$ cat config.mk
export PLATFORM = sky130hd
export DESIGN_NAME = intel_hex_record_encoder
export DESIGN_NICKNAME = d
export VERILOG_FILES = /design/src/rtl/ihex_pkg.sv /design/src/rtl/ihex_ram.sv /design/src/rtl/ihex_emit.sv /design/src/rtl/intel_hex_record_encoder.sv
export SDC_FILE = /design/constraint.sdc
export NUM_CORES = 1
export LEC_CHECK = 0
export BUFFER_PORTS_ARGS = -buffer_cell sky130_fd_sc_hd__buf_2
export CORE_ASPECT_RATIO = 0.5
export CORE_UTILIZATION = 55
export DETAILED_ROUTE_END_ITERATION = 16
export PLACE_DENSITY = 0.75
export SLEW_MARGIN = 20
export SYNTH_ARGS = -nofsm -noshare
export SYNTH_HDL_FRONTEND = slang
export SYNTH_HIERARCHICAL = 1
export SYNTH_SLANG_ARGS = --single-unit
$ cat constraint.sdc
create_clock -name clk -period 12.55 [get_ports clk]
set_input_delay 0 -clock clk [delete_from_list [all_inputs] [get_ports clk]]
set_output_delay 0 -clock clk [all_outputs]
set_load 0.005 [all_outputs]
$ cat src/rtl/ihex_pkg.sv
// ----------------------------------------------------------------------------
// Intel HEX record encoder package
// Shared sizes, codes, beat types and the hex digit function.
// ----------------------------------------------------------------------------
package ihex_pkg;

  localparam int RECORD_BYTES = 16;

  localparam int CNT_W   = $clog2(RECORD_BYTES + 1);
  localparam int IDX_W   = $clog2(RECORD_BYTES + 5);
  localparam int RAM_AW  = (RECORD_BYTES > 1) ? $clog2(RECORD_BYTES) : 1;

  typedef logic [7:0]        byte_t;
  typedef logic [CNT_W-1:0]  cnt_t;
  typedef logic [IDX_W-1:0]  idx_t;
  typedef logic [RAM_AW-1:0] ram_addr_t;

  localparam logic [1:0] OP_DATA = 2'd0;
  localparam logic [1:0] OP_ADDR = 2'd1;
  localparam logic [1:0] OP_EOF  = 2'd2;
  localparam logic [1:0] OP_NONE = 2'd3;

  localparam logic [6:0] CH_COLON = 7'h3A;
  localparam logic [6:0] CH_NL    = 7'h0A;
  localparam logic [6:0] CH_ZERO  = 7'h30;
  localparam logic [6:0] CH_A     = 7'h41;

  typedef struct packed {
    logic [1:0]  operation;
    logic [7:0]  value;
    logic [15:0] address;
  } in_t;

  typedef struct packed {
    logic [6:0] character;
    logic       last_of_run;
  } out_t;

  // One record handed to the character sequencer.
  typedef struct packed {
    cnt_t        cnt;
    logic [15:0] addr;
    logic        eof;
    byte_t       csum;
    logic        last;
    logic        eof_after;
  } rec_t;

  // End record: count 0, address FFFF, type 01. Its checksum is
  // -(FF + FF + 01) mod 256, which is 01.
  localparam rec_t EOF_REC = '{cnt: '0, addr: 16'hFFFF, eof: 1'b1, csum: 8'h01,
                               last: 1'b1, eof_after: 1'b0};

  function automatic logic [6:0] hex_char(input logic [3:0] nib);
    logic [6:0] wide;
    wide = {3'b000, nib};
    if (nib < 4'd10) begin
      return CH_ZERO + wide;
    end
    return CH_A + wide - 7'd10;
  endfunction

endpackage

$ cat src/rtl/ihex_ram.sv
// ----------------------------------------------------------------------------
// Generic simple dual-port RAM
// One write port and one read port with registered read data.
// ----------------------------------------------------------------------------
module ihex_ram #(
  parameter int WIDTH = 8,
  parameter int DEPTH = 16,
  localparam int AW = (DEPTH > 1) ? $clog2(DEPTH) : 1
) (
  input  logic             clk,
  input  logic             we,
  input  logic [AW-1:0]    waddr,
  input  logic [WIDTH-1:0] wdata,
  input  logic [AW-1:0]    raddr,
  output logic [WIDTH-1:0] rdata
);

  logic [WIDTH-1:0] mem [DEPTH];

  always_ff @(posedge clk) begin
    if (we) begin
      mem[waddr] <= wdata;
    end
    rdata <= mem[raddr];
  end

endmodule

$ cat src/rtl/ihex_emit.sv
// ----------------------------------------------------------------------------
// Intel HEX record character sequencer
// Walks one record field by field and sends one ASCII character per beat.
// ----------------------------------------------------------------------------
module ihex_emit (
  input  logic               clk,
  input  logic               rst_n,
  input  logic               start,
  input  ihex_pkg::rec_t     start_rec,
  output logic               busy,
  output ihex_pkg::ram_addr_t rd_addr,
  input  ihex_pkg::byte_t    rd_data,
  output logic               out_valid,
  input  logic               out_stall,
  output ihex_pkg::out_t     out_data
);
  import ihex_pkg::*;

  localparam logic [1:0] PH_IDLE  = 2'd0;
  localparam logic [1:0] PH_COLON = 2'd1;
  localparam logic [1:0] PH_BYTE  = 2'd2;
  localparam logic [1:0] PH_NL    = 2'd3;

  localparam idx_t IDX_DATA0 = idx_t'(4);

  logic [1:0] phase_r, phase_nxt;
  idx_t       idx_r, idx_nxt;
  logic       half_r, half_nxt;
  rec_t       rec_r, rec_nxt;
  logic       out_valid_r, out_valid_nxt;
  out_t       out_data_r, out_data_nxt;

  logic       adv;
  idx_t       csum_idx;
  idx_t       csum_idx_nxt;
  byte_t      byte_cur;
  logic [3:0] nib;

  assign adv          = !out_valid_r || !out_stall;
  assign csum_idx     = idx_t'(rec_r.cnt) + IDX_DATA0;
  assign csum_idx_nxt = idx_t'(rec_nxt.cnt) + IDX_DATA0;

  // Byte list: count, address high, address low, type, data, checksum.
  always_comb begin
    if (idx_r == idx_t'(0)) begin
      byte_cur = byte_t'(rec_r.cnt);
    end else if (idx_r == idx_t'(1)) begin
      byte_cur = rec_r.addr[15:8];
    end else if (idx_r == idx_t'(2)) begin
      byte_cur = rec_r.addr[7:0];
    end else if (idx_r == idx_t'(3)) begin
      byte_cur = {7'b0000000, rec_r.eof};
    end else if (idx_r == csum_idx) begin
      byte_cur = rec_r.csum;
    end else begin
      byte_cur = rd_data;
    end
  end

  assign nib = half_r ? byte_cur[3:0] : byte_cur[7:4];

  always_comb begin
    phase_nxt     = phase_r;
    idx_nxt       = idx_r;
    half_nxt      = half_r;
    rec_nxt       = rec_r;
    out_valid_nxt = adv ? 1'b0 : out_valid_r;
    out_data_nxt  = out_data_r;
    unique case (phase_r)
      PH_IDLE: begin
        if (start) begin
          rec_nxt   = start_rec;
          phase_nxt = PH_COLON;
          idx_nxt   = '0;
          half_nxt  = 1'b0;
        end
      end
      PH_COLON: begin
        if (adv) begin
          out_valid_nxt = 1'b1;
          out_data_nxt  = '{character: CH_COLON, last_of_run: 1'b0};
          phase_nxt     = PH_BYTE;
          idx_nxt       = '0;
          half_nxt      = 1'b0;
        end
      end
      PH_BYTE: begin
        if (adv) begin
          out_valid_nxt = 1'b1;
          out_data_nxt  = '{character: hex_char(nib), last_of_run: 1'b0};
          if (!half_r) begin
            half_nxt = 1'b1;
          end else if (idx_r == csum_idx) begin
            phase_nxt = PH_NL;
          end else begin
            idx_nxt  = idx_r + idx_t'(1);
            half_nxt = 1'b0;
          end
        end
      end
      PH_NL: begin
        if (adv) begin
          out_valid_nxt = 1'b1;
          out_data_nxt  = '{character: CH_NL, last_of_run: rec_r.last};
          if (rec_r.eof_after) begin
            rec_nxt   = EOF_REC;
            phase_nxt = PH_COLON;
          end else begin
            phase_nxt = PH_IDLE;
          end
        end
      end
      default: phase_nxt = PH_IDLE;
    endcase
  end

  // The read address follows the next byte index, so the registered read
  // data lines up with the byte that is current in the following cycle.
  always_comb begin
    if (idx_nxt >= IDX_DATA0 && idx_nxt < csum_idx_nxt) begin
      rd_addr = ram_addr_t'(idx_nxt - IDX_DATA0);
    end else begin
      rd_addr = '0;
    end
  end

  always_ff @(posedge clk) begin
    if (!rst_n) begin
      phase_r     <= PH_IDLE;
      out_valid_r <= 1'b0;
    end else begin
      phase_r     <= phase_nxt;
      out_valid_r <= out_valid_nxt;
    end
    idx_r      <= idx_nxt;
    half_r     <= half_nxt;
    rec_r      <= rec_nxt;
    out_data_r <= out_data_nxt;
  end

  assign busy      = (phase_r != PH_IDLE);
  assign out_valid = out_valid_r;
  assign out_data  = out_data_r;

endmodule

$ cat src/rtl/intel_hex_record_encoder.sv
// ----------------------------------------------------------------------------
// Intel HEX record encoder
// A record's first character passes the phase and output registers after its
// item. Data bytes that fill no record are taken one per cycle while idle; a
// record stalls the input, one character per cycle unless out_stall is set.
// ----------------------------------------------------------------------------
module intel_hex_record_encoder (
  input  logic           clk,
  input  logic           rst_n,
  input  logic           in_valid,
  output logic           in_stall,
  input  ihex_pkg::in_t  in_data,
  output logic           out_valid,
  input  logic           out_stall,
  output ihex_pkg::out_t out_data
);
  import ihex_pkg::*;

  // Reset clears the byte count, address and sum; buffer contents are kept.
  localparam byte_t RB8 = byte_t'(RECORD_BYTES);

  cnt_t        cnt_r, cnt_nxt;
  logic [15:0] addr_r, addr_nxt;
  byte_t       sum_r, sum_nxt;

  logic        busy;
  logic        accept;
  logic        start;
  rec_t        start_rec;
  logic        ram_we;
  ram_addr_t   rd_addr;
  byte_t       rd_data;
  cnt_t        cnt_inc;
  byte_t       sum_add;
  logic [15:0] base_nxt;

  assign accept  = in_valid && !busy;
  assign in_stall = busy;
  assign ram_we  = accept && (in_data.operation == OP_DATA);
  assign cnt_inc = cnt_r + cnt_t'(1);
  assign sum_add = sum_r + in_data.value;

  always_comb begin
    cnt_nxt   = cnt_r;
    addr_nxt  = addr_r;
    sum_nxt   = sum_r;
    start     = 1'b0;
    start_rec = EOF_REC;
    base_nxt  = addr_r;
    if (accept) begin
      case (in_data.operation)
        OP_DATA: begin
          if (cnt_inc == cnt_t'(RECORD_BYTES)) begin
            start     = 1'b1;
            start_rec = '{cnt: cnt_t'(RECORD_BYTES), addr: addr_r, eof: 1'b0,
                          csum: byte_t'(8'd0 - (sum_add + RB8)),
                          last: 1'b1, eof_after: 1'b0};
            base_nxt  = addr_r + 16'(RECORD_BYTES);
            addr_nxt  = base_nxt;
            sum_nxt   = base_nxt[15:8] + base_nxt[7:0];
            cnt_nxt   = '0;
          end else begin
            cnt_nxt = cnt_inc;
            sum_nxt = sum_add;
          end
        end
        OP_ADDR: begin
          if (cnt_r != '0) begin
            start     = 1'b1;
            start_rec = '{cnt: cnt_r, addr: addr_r, eof: 1'b0,
                          csum: byte_t'(8'd0 - (sum_r + byte_t'(cnt_r))),
                          last: 1'b1, eof_after: 1'b0};
          end
          addr_nxt = in_data.address;
          sum_nxt  = in_data.address[15:8] + in_data.address[7:0];
          cnt_nxt  = '0;
        end
        OP_EOF: begin
          start = 1'b1;
          // A partial record goes out first and chains into the end record.
          if (cnt_r != '0) begin
            start_rec = '{cnt: cnt_r, addr: addr_r, eof: 1'b0,
                          csum: byte_t'(8'd0 - (sum_r + byte_t'(cnt_r))),
                          last: 1'b0, eof_after: 1'b1};
          end
          addr_nxt = 16'hFFFF;
          sum_nxt  = 8'hFE;
          cnt_nxt  = '0;
        end
        default: begin
          cnt_nxt = cnt_r;
        end
      endcase
    end
  end

  always_ff @(posedge clk) begin
    if (!rst_n) begin
      cnt_r  <= '0;
      addr_r <= '0;
      sum_r  <= '0;
    end else begin
      cnt_r  <= cnt_nxt;
      addr_r <= addr_nxt;
      sum_r  <= sum_nxt;
    end
  end

  ihex_ram #(
    .WIDTH (8),
    .DEPTH (RECORD_BYTES)
  ) u_buf (
    .clk   (clk),
    .we    (ram_we),
    .waddr (ram_addr_t'(cnt_r)),
    .wdata (in_data.value),
    .raddr (rd_addr),
    .rdata (rd_data)
  );

  ihex_emit u_emit (
    .clk       (clk),
    .rst_n     (rst_n),
    .start     (start),
    .start_rec (start_rec),
    .busy      (busy),
    .rd_addr   (rd_addr),
    .rd_data   (rd_data),
    .out_valid (out_valid),
    .out_stall (out_stall),
    .out_data  (out_data)
  );

endmodule

# After elaboration in Yosys (flattened, before gate mapping)
# Memories as Yosys holds them, arrays and structs flattened. A register that Yosys moved wholly into a read port is not among the register bits.
# Cells that the tools add are included.
[totals]
register_bits = 78
latch_bits = 0
ramBits = 128
rom_bits = 0
in_bits = 30
out_inout_bits = 10
elab_cells = 140
mem_count = 1
[memory_table]
columns = ["name", "depth", "width", "rd", "rd_ports_with_merged_regs", "write_ports", "line", "source"]
rows = [
  ["u_buf.mem", 16, 8, 1, 1, 1, "ihex_ram.sv:18", "logic [WIDTH-1:0] mem [DEPTH];"],
]
[classes]
addsub = 16
multipliers = 0
div = 0
n_lt_le_gt_ge = 3
n_eq_ne = 18
n_shift = 0
mux = 60
n_bitwise = 0
n_reduce_logical = 27
[ops]
columns = ["op", "n"]
rows = [
  ["2-to-1 mux 32 bit", 7],
  ["case mux 32 bit (3 select lines)", 1],
  ["2-to-1 mux 8 bit", 9],
  ["case mux 32 bit (2 select lines)", 1],
  ["case mux 16 bit (3 select lines)", 1],
  ["case mux 8 bit (3 select lines)", 2],
  ["2-to-1 mux 5 bit", 6],
  ["adder 8 bit", 3],
  ["2-to-1 mux 1 bit", 17],
  ["adder 16 x 5 -> 16 bit, second input constant", 1],
  ["2-to-1 mux 16 bit", 1],
  ["subtractor 1 x 8 -> 8 bit, first input constant", 2],
  ["case mux 5 bit (3 select lines)", 1],
  ["2-to-1 mux 7 bit", 2],
  ["!= test 2 x 1 -> 1 bit, second input constant", 7],
  ["2-to-1 mux 2 bit", 6],
  ["AND reduction 4 bit", 3],
  ["adder 5 x 1 -> 5 bit, second input constant", 2],
  ["adder 5 x 3 -> 5 bit, second input constant", 2],
  ["equality test 5 x 2 -> 1 bit, second input constant", 2],
  ["case mux 5 bit (2 select lines)", 1],
  ["nonzero test 3 bit", 3],
  ["adder 8 x 5 -> 8 bit", 1],
  ["adder 8 x 5 -> 8 bit, second input constant", 1],
  ["other kinds (28)", 42],
]

# Logic depth before layout (Yosys ltp)
# Gate-level depths: netlist of the first run.
[depth]
ltp_word = 15
ltp_mapped = 23
mapped_depth_nobuf = 20

# By module
# The synthesis of the first run kept the hierarchy.
[by_module_without_submodules]
columns = ["module", "n_inst", "cells_per_inst", "area_per_inst_um2", "seq_area_each_um2"]
rows = [
  ["ihex_ram", 1, 229, 5147.4, 4003.8],
  ["intel_hex_record_encoder", 1, 469, 3593.4, 580.6],
  ["ihex_emit", 1, 303, 3030.4, 1341.3],
]

# Least setup slack after synthesis of the first run
# OpenSTA, ideal clock, no wires.
[synth_path]
kind = "register to register"
startpoint = "reg u_emit.phase_r[0]"
endpoint = "reg u_buf.rdata[1] (read register of u_buf.mem)"
setup_ns = 0.120
arrival_time_ns = 4.645
required_time_ns = 12.430
slack_ns = 7.786
stages_incl_launch_ff = 24
n_path_buf = 4
synth_period_minus_slack_ns = 4.764
cell_sequence = "dfxtp_1 > inv_1 > ha_1 > inv_1 > or3b_2 > clkbuf_1 > buf_1 > a21oi_1 > nor2_1 > a211o_1 > o21bai_1 > a32oi_1 > inv_1 > ha_1 > a21o_1 > a21o_1 > a21oi_1 > nand2_1 > nor3_1 > buf_6 > buf_6 > mux4_1 > a22oi_1 > nand2_1"
[synth_via]
elab_cells_between_ends = 19
cone_classes = "add/sub (2); order compare (2); eq/ne (3); mux (7); reduce/logical (5)"
[synth_lines]
columns = ["element", "line", "source"]
rows = [
  ["start, declared", "ihex_emit.sv:26", "logic [1:0] phase_r, phase_nxt;"],
  ["start signal, assigned", "ihex_emit.sv:132", "phase_r <= phase_nxt;"],
  ["nonzero test 2 bit (*)", "ihex_emit.sv:141", "assign busy = (phase_r != PH_IDLE);"],
  ["net in_stall", "intel_hex_record_encoder.sv:11", "output logic in_stall,"],
  ["logical NOT 1 bit (*)", "intel_hex_record_encoder.sv:37", "assign accept = in_valid && !busy;"],
  ["logical AND 1 bit (*)", "intel_hex_record_encoder.sv:37", ""],
  ["2-to-1 mux 1 bit (*)", "intel_hex_record_encoder.sv:50", "if (accept) begin"],
  ["net start", "intel_hex_record_encoder.sv:28", "logic start;"],
  ["2-to-1 mux 5 bit (*)", "ihex_emit.sv:71", "if (start) begin"],
  ["case mux 5 bit (3 select lines) (*)", "ihex_emit.sv:69", "unique case (phase_r)"],
  ["net u_emit.idx_nxt[1]", "ihex_emit.sv:27", "idx_t idx_r, idx_nxt;"],
  [">= comparator 5 x 3 -> 1 bit / less-than comparator 5 bit (equally long branches)", "ihex_emit.sv:120", "if (idx_nxt >= IDX_DATA0 && idx_nxt < csum_idx_nxt) begin"],
  ["logical AND 1 bit (*)", "ihex_emit.sv:120", ""],
  ["2-to-1 mux 4 bit (*)", "ihex_emit.sv:120", ""],
  ["net rd_addr[0]", "intel_hex_record_encoder.sv:31", "ram_addr_t rd_addr;"],
  ["end, declared", "ihex_ram.sv:15", "output logic [WIDTH-1:0] rdata"],
]
# The timed path passes the listed nets; every way through them passes the cells marked *. The select of a mux whose other input is x is not followed.
# A chain may end at the register's enable or synchronous reset.

# Final worst setup path of the first run
[layout_path]
startpoint = "reg u_emit.phase_r[0]"
endpoint = "reg u_buf.rdata[3] (read register of u_buf.mem)"
[layout_via]
elab_cells_between_ends = 19
cone_classes = "add/sub (2); order compare (2); eq/ne (3); mux (7); reduce/logical (5)"
[layout_lines]
columns = ["element", "line"]
rows = [
  ["nonzero test 2 bit (*)", "ihex_emit.sv:141"],
  ["logical NOT 1 bit (*)", "intel_hex_record_encoder.sv:37"],
  ["logical AND 1 bit (*)", "intel_hex_record_encoder.sv:37"],
  ["2-to-1 mux 1 bit (*)", "intel_hex_record_encoder.sv:50"],
  ["net start", "intel_hex_record_encoder.sv:28"],
  ["2-to-1 mux 5 bit (*)", "ihex_emit.sv:71"],
  ["case mux 5 bit (3 select lines) (*)", "ihex_emit.sv:69"],
  ["net u_emit.idx_nxt[1]", "ihex_emit.sv:27"],
  [">= comparator 5 x 3 -> 1 bit / less-than comparator 5 bit (equally long branches)", "ihex_emit.sv:120"],
  ["logical AND 1 bit (*)", "ihex_emit.sv:120"],
  ["2-to-1 mux 4 bit (*)", "ihex_emit.sv:120"],
  ["net rd_addr[0]", "intel_hex_record_encoder.sv:31"],
]
# Marked as above.

==> results.toml, run 1 <==
[run_status]
status = "finished, final reports clean"

[floorplan]
start_util = 0.568
die_y_um = 105
fp-row-count = 37
dieWidth_um = 209
io_pins = 40
core_um2 = 20700
dieArea_um2 = 22000

[synthesis]
synth_edf_count = 164
synthFlopType = "edfxtp_1"
syn_avg_cell_area_um2 = 11.8
syn_area_um2 = 11800
yosysUniqueCellTypes = 86
ys_seq_area_frac = 0.503
synth_top_area_cell = "edfxtp_1"
async_flop_share = 0
yosys-top-cells-area = "edfxtp_1 42%, dfxtp_1 8.5%, ha_1 6.0%"
syn_inst = 1001
ys_seq_elements = 214
ys_warn_count = 6
synth.top_cell.area_share = 0.418
syn_nets = 1091

[global_routing]
grt_first_pass_wirelength_um = 45000
grt_pass1_vias = 8074
use_met3 = 0.0426
antenna_found_initial = 0
met2_usage = 0.416
top_usage_layer = "met2"
track_usage = 0.265
grt_max_degree = 41
gr-total-overflow = 0
met1_usage = 0.386

[clock_network]
ctsResizeCount = 0
clock_sinks = 214
cts_root_buffer = "clkbuf_16"
clock_path_buffers = 3
h-tree-depth = 1
tritoncts = "yes"
numCtsBuffers = 21
clk_pin_slew_worst_paths_ns = 0.07
clk_latency_ns = 0.51

[run]
maxCapViolCount = 0

[power_and_ir_drop]
power.leakage_uw = 0.00493
peakVddDrop_mv = 0.0833
power_uw = 2060
power_density_nw_per_um2 = 158

[timing]
grt_setup_unrepaired = "no"
max_freq_ghz = 0.178
fin_ws_ns = 6.92
slew_violations = 0
relSlewSlack = 0.230
min_period_ns = 5.63
setup_violations = 0
tns_ns = 0
clock_skew_ns = 0.0109
hold_viol_final = 0
min_period_over_period = 0.449
worst_pin_slew_ns = 1.15

[min_path]
min_to = "addr_r[4]"
hold_class = "input port to register"
hold_start = "in_data[4]"
whs_path_depth = 4

[critical_path]
cp.required_ns = 12.94
crit_path_end_kind = "register"
critical_path.top_delay_family = "compound AO/OA/AOI/OAI gates"
r2r-start = "u_emit/phase_r[0]"
r2r_end = "u_buf/rdata[3]"
path_depth = 20
path_max_fanout = 32
crit_buf_inv = 4
crit_chain = "inv_1 > ha_1 > inv_1 > or3b_2 > a21oi_1 > nor2_1 > a211o_1 > o21bai_1 > a32oi_1 > inv_1 > ha_1 > a21o_1 > a21o_1 > a21oi_1 > nand2_1 > nor3_2 > buf_4 > mux4_1 > a22oi_1 > nand2_1"
worst_path_largest_cell_delay_ns = 0.73
arrival_ns = 6.02
start_kind = "register"
reg2regPathDepth = 20
worst_path_max_delay_cell = "or3b_2"
worstSetupPathType = "register to register"
cpMostUsedCell = "inv_1"
r2r_slack_ns = 6.92

[final_layout]
multi_input_area_um2 = 5450
diodes = 0
drive_gt1_frac = 0.128
design_area_um2 = 13000
regArea_um2 = 5930
fillCellCount = 1570
layout.nets = 1133
fin_util = 0.629
synthToLayoutAreaGrowth_pct = 10.8

[drt]
via_count = 8414
drt-wirelength-per-cell_um = 21.6
drc = 0
drt_wl_total_um = 28700
dr.pass1.iters = 5
drtIter0Drc = 869
ant_nets = 0
avgViaCountPerCell = 6.32

[place]
gp_congestion = 0.963
placed_area_um2 = 12100
hpwlAfterDp_um = 19700
post-place-ws_ns = 7.08
numPortBuffers = 39
## registers in the layout (all words and copies together), names as in the netlist, named ones only
signal / cells
u_buf/mem: 128
u_emit/rec_r: 32
addr_r: 16
sum_r: 8
u_buf/rdata: 8
u_emit/out_data: 8
cnt_r: 5
u_emit/idx_r: 5
u_emit/phase_r: 2
u_emit/half_r: 1
## stage by stage
step	hold slack (ns)	instances
5_1_grt	0.0650	1331
4_1_cts	0.000516	1331
6_report	0.0185	1331
2_1_floorplan	0.0989	1001
3_3_place_gp	0.392	1272
3_5_place_dp	0.391	1272
## kinds of logic after synthesis
group | Yosys count | synth area share
and+or+nand+nor | 282 | 0.123
AOI/OAI and AO/OA | 270 | 0.164
adders and majority gates | 60 | 0.0663
muxes | 38 | 0.0711
DFF | 214 | 0.503
buffers and inverters | 91 | 0.0374
xor gates and xnor gates | 46 | 0.0349
## cell usage in the layout, fill, tap and decap left out, types with 6 or more instances in the layout
cell type      instances
xnor2_1               27
xor2_1                18
buf_2                 39
a21oi_1               57
a211oi_1              10
nand3_1               22
dfxtp_1               50
nor3_1                16
buf_4                  9
clkbuf_16             21
dlygate4sd3_1         21
o21ai_0               23
nor3b_1                6
a22oi_1               22
and2_1                17
nor3_2                 8
mux4_1                14
nand2_1               88
o211ai_1              12
o211a_1                6
nand4_1               12
nand2b_1               9
nor2_1                53
nor2b_1                9
a31oi_1               10
clkinv_2               6
ha_1                  56
a21o_1                45
mux4_2                18
a21boi_0              10
inv_1                 40
edfxtp_1             164
and3_1                11
o21bai_1               9
a21boi_1               8
## where the power goes
group          total, uW  internal (uW)  switching, uW
Clock                649            377            272
Sequential           910            851           58.7
Combinational        506            195            311
Total               2060           1420            642
## worst max-delay path by stage
stage / slack (ns) / start / to
3_3_place_gp: 7.27 / u_emit/phase_r[0] / u_buf/rdata[4]
4_1_cts: 6.92 / u_emit/phase_r[0] / u_buf/rdata[3]
3_5_place_dp: 7.08 / u_emit/phase_r[0] / u_buf/rdata[5]
5_1_grt: 6.49 / u_emit/phase_r[0] / u_buf/rdata[3]
2_1_floorplan: 7.79 / u_emit/phase_r[0] / u_buf/rdata[1]
6_report: 6.92 / u_emit/phase_r[0] / u_buf/rdata[3]
## synth_stat cells, types with 4 or more instances
| master | instances |
|---|---|
| nor2b_1 | 9 |
| xnor2_1 | 27 |
| a22oi_1 | 22 |
| o21bai_1 | 9 |
| o21a_1 | 4 |
| inv_1 | 40 |
| o22ai_1 | 5 |
| o41ai_1 | 4 |
| nand2_1 | 88 |
| o211a_1 | 6 |
| ha_1 | 56 |
| a22o_1 | 4 |
| dfxtp_1 | 50 |
| o21ai_0 | 23 |
| o211ai_1 | 12 |
| clkbuf_1 | 28 |
| a21boi_1 | 8 |
| a211oi_1 | 11 |
| a221oi_1 | 5 |
| edfxtp_1 | 164 |
| a211o_1 | 4 |
| buf_6 | 9 |
| fa_1 | 4 |
| nand3b_1 | 5 |
| o21ai_1 | 4 |
| a21oi_1 | 57 |
| nand3_1 | 22 |
| nand4_1 | 12 |
| nand2b_1 | 9 |
| mux4_2 | 18 |
| xor2_1 | 18 |
| nor2_1 | 53 |
| and2_1 | 17 |
| and3_1 | 11 |
| a21boi_0 | 10 |
| nor3b_1 | 6 |
| nor3_1 | 22 |
| buf_2 | 7 |
| mux4_1 | 14 |
| a31oi_1 | 10 |
| a21o_1 | 45 |
## per-layer routing
| metal | wire length [um] | share of wire |
|---|---|---|
| met3 | 2330 | 0.081 |
| met4 | 721 | 0.025 |
| met5 | 0 | 0 |
| met1 | 13000 | 0.45 |
| met2 | 12700 | 0.44 |
## tightest hold or removal path, stage by stage
cell and delay [ns]:
buf_2 0.09, a21oi_1 0.08, o21ai_0 0.14, o221a_2 0.19
## cell type report
class                   count  area share
well taps                 273      0.0262
repair buffers             69      0.0362
multi-input cells         696       0.418
clock inverters            14      0.0117
clock buffers              24      0.0419
flip-flops and latches    214       0.454
inverters                  41      0.0118
## timing repair
item | CTS | global route
hold buffers | 21 | 0
setup buffers | 0 | 0
hold endpoints to repair | 141 | 0
No activity file was read; power rests on OpenSTA's default activity.
==> inputs of run 2 (changes only) <==
- clock period: 12.55 -> 5.8 ns (I/O delays scaled with it)
==> run 2 against run 1 <==
- register-to-register slack lost 6.5 ns
- global-route usage up 0.38 points
- clock skew fell by 0.0018 ns
- first-iteration DRC count rose by 9.8%
- critical path depth did not move
- worst setup slack worse by 6.5 ns
- sequential power rose by 120%
- core utilization about the same
- via count up 0.65%
- final cell count barely moved
- worst hold slack lost 0.0082 ns
- wire length rose by 1.6%
==> results.toml, run 2 (synthesized netlist as in run 1, its figures left out) <==
[run_status]
status = "finished, final reports clean"

[final_layout]
final_common_cell = "edfxtp_1"
diodes = 0
synthToLayoutAreaGrowth_pct = 10.9
layout_common_cells = "164 x edfxtp_1, 88 x nand2_1, 57 x a21oi_1"
final_cell_count_no_fill = 1332
largest_register_ffs = 128
reg_top3 = "u_buf/mem (128), u_emit/rec_r (32), addr_r (16)"
regMostFlops = "u_buf/mem"
drive_gt1_frac = 0.132
layout.nets = 1134

[clock_network]
cts_root_buffer = "clkbuf_16"
numCtsBuffers = 21
h-tree-depth = 1
clock_sinks = 214
clk_latency_ns = 0.51
clk_pin_slew_worst_paths_ns = 0.07
cts_setup_buffers = 0
clock_path_buffers = 3
tritoncts = "yes"

[timing]
relSlewSlack = 0.234
tns_ns = 0
worst_pin_slew_ns = 1.14
min_period_over_period = 0.928
min_period_ns = 5.38
grt_setup_unrepaired = "no"
setup_violations = 0
slew_violations = 0
max_freq_ghz = 0.186
hold_viol_final = 0
hold-worst-slack_ns = 0.0103
clock_skew_ns = 0.00904

[place]
numPortBuffers = 39
hpwlAfterDp_um = 19900
place_inst = 1273
gp_congestion = 0.961

[power_and_ir_drop]
power.leakage_uw = 0.00492
power_uw = 4420
peakVddDrop_mv = 0.152
power_density_nw_per_um2 = 339

[drt]
drt_wl_total_um = 29200
drtIter0Drc = 954
via_count = 8469
ant_nets = 0
drc = 0
drt-wirelength-per-cell_um = 21.9
dr.pass1.iters = 5
avgViaCountPerCell = 6.36

[global_routing]
track_usage = 0.269
gr-total-overflow = 0
grt_first_pass_wirelength_um = 45400
antenna_found_initial = 0
grt_pass1_vias = 8035
grt_max_degree = 40

[min_path]
whs_path_depth = 4
hold_class = "input port to register"
hold_start = "in_data[4]"
min_to = "addr_r[4]"

[critical_path]
path_max_fanout = 32
r2r_end = "u_buf/rdata[2]"
crit_path_end_kind = "register"
r2r_slack_ns = 0.42
cp.required_ns = 6.19
worstSetupPathType = "register to register"
r2r-start = "cnt_r[1]"
reg2regPathDepth = 20
arrival_ns = 5.78
start_kind = "register"

[floorplan]
die_y_um = 105
dieArea_um2 = 22000
fp-row-count = 37
dieWidth_um = 209
start_util = 0.568
io_pins = 40
core_um2 = 20700

[run]
maxCapViolCount = 0
==> run 2: cell count changes in the layout (fill, tap and decap cells not counted), moves of 2 or more <==
cell and change:
clkbuf_1 -2, clkinv_1 +2, nor2_1 -3, nor2_2 +3
==> run 2: layout make-up <==
| class | instances | area, um2 |
|---|---|---|
| Clock buffer | 21 | 526 |
| Clock inverter | 17 | 146 |
| Fill cell | 1573 | 7690 |
| Inverter | 41 | 154 |
| Multi-Input combinational cell | 696 | 5460 |
| Sequential cell | 214 | 5930 |
| Tap cell | 273 | 342 |
| Timing Repair Buffer | 70 | 493 |
==> run 2: worst max-delay path: stages, from the launching register on <==
cell and delay (ns):
dfxtp_1 0.62, ha_1 0.33, nand2_1 0.12, nor2_2 0.41
nand2_1 0.15, a21oi_1 0.24, nor2_1 0.19, a211o_1 0.36
o21bai_1 0.17, a32oi_1 0.34, inv_1 0.11, ha_1 0.21
a21o_1 0.17, a21o_1 0.17, a21oi_1 0.18, nand2_1 0.09
nor3_2 0.18, buf_12 0.29, mux4_1 0.59, a22oi_1 0.23
nand2_1 0.09
==> run 2: through the flow <==
stage | util | area [um2] | worst slack (ns)
5_1_grt | 0.629 | 13100 | 0.0546
6_report | 0.629 | 13100 | 0.415
3_5_place_dp | 0.586 | 12200 | 0.395
4_1_cts | 0.628 | 13000 | 0.330
3_3_place_gp | 0.586 | 12200 | 0.699
2_1_floorplan | - | 11800 | 1.04
==> run 2: report_power, final <==
group	total, uW	internal [uW]	switching [uW]
combinational	1090	424	670
clock	1360	758	602
sequential	1970	1840	127
total	4420	3020	1400
==> run 2: metal layers <==
metal	vias up	wire (um)	track usage	part of all wire
li1	3902	-	-	-
met1	4114	13100	0.393	0.45
met2	391	13000	0.421	0.45
met3	62	2190	0.0399	0.075
met4	0	787	0.0725	0.027
met5	-	0	0	0
==> run 2: worst max-delay path by stage <==
stage,from,to,slack [ns],cells after the start
2_1_floorplan,u_emit/phase_r[0],u_buf/rdata[1],1.04,23
3_3_place_gp,cnt_r[1],u_buf/rdata[1],0.70,19
3_5_place_dp,cnt_r[1],u_buf/rdata[2],0.39,19
4_1_cts,cnt_r[1],u_buf/rdata[2],0.33,19
5_1_grt,cnt_r[1],u_buf/rdata[2],0.05,20
6_report,cnt_r[1],u_buf/rdata[2],0.42,20
==> run 2: what timing repair did <==
action                                 in CTS  in global routing
gates resized for setup                     0                  1
hold buffers                               21                  0
endpoints found under the hold margin     141                  0
setup endpoints to repair                   0                  8
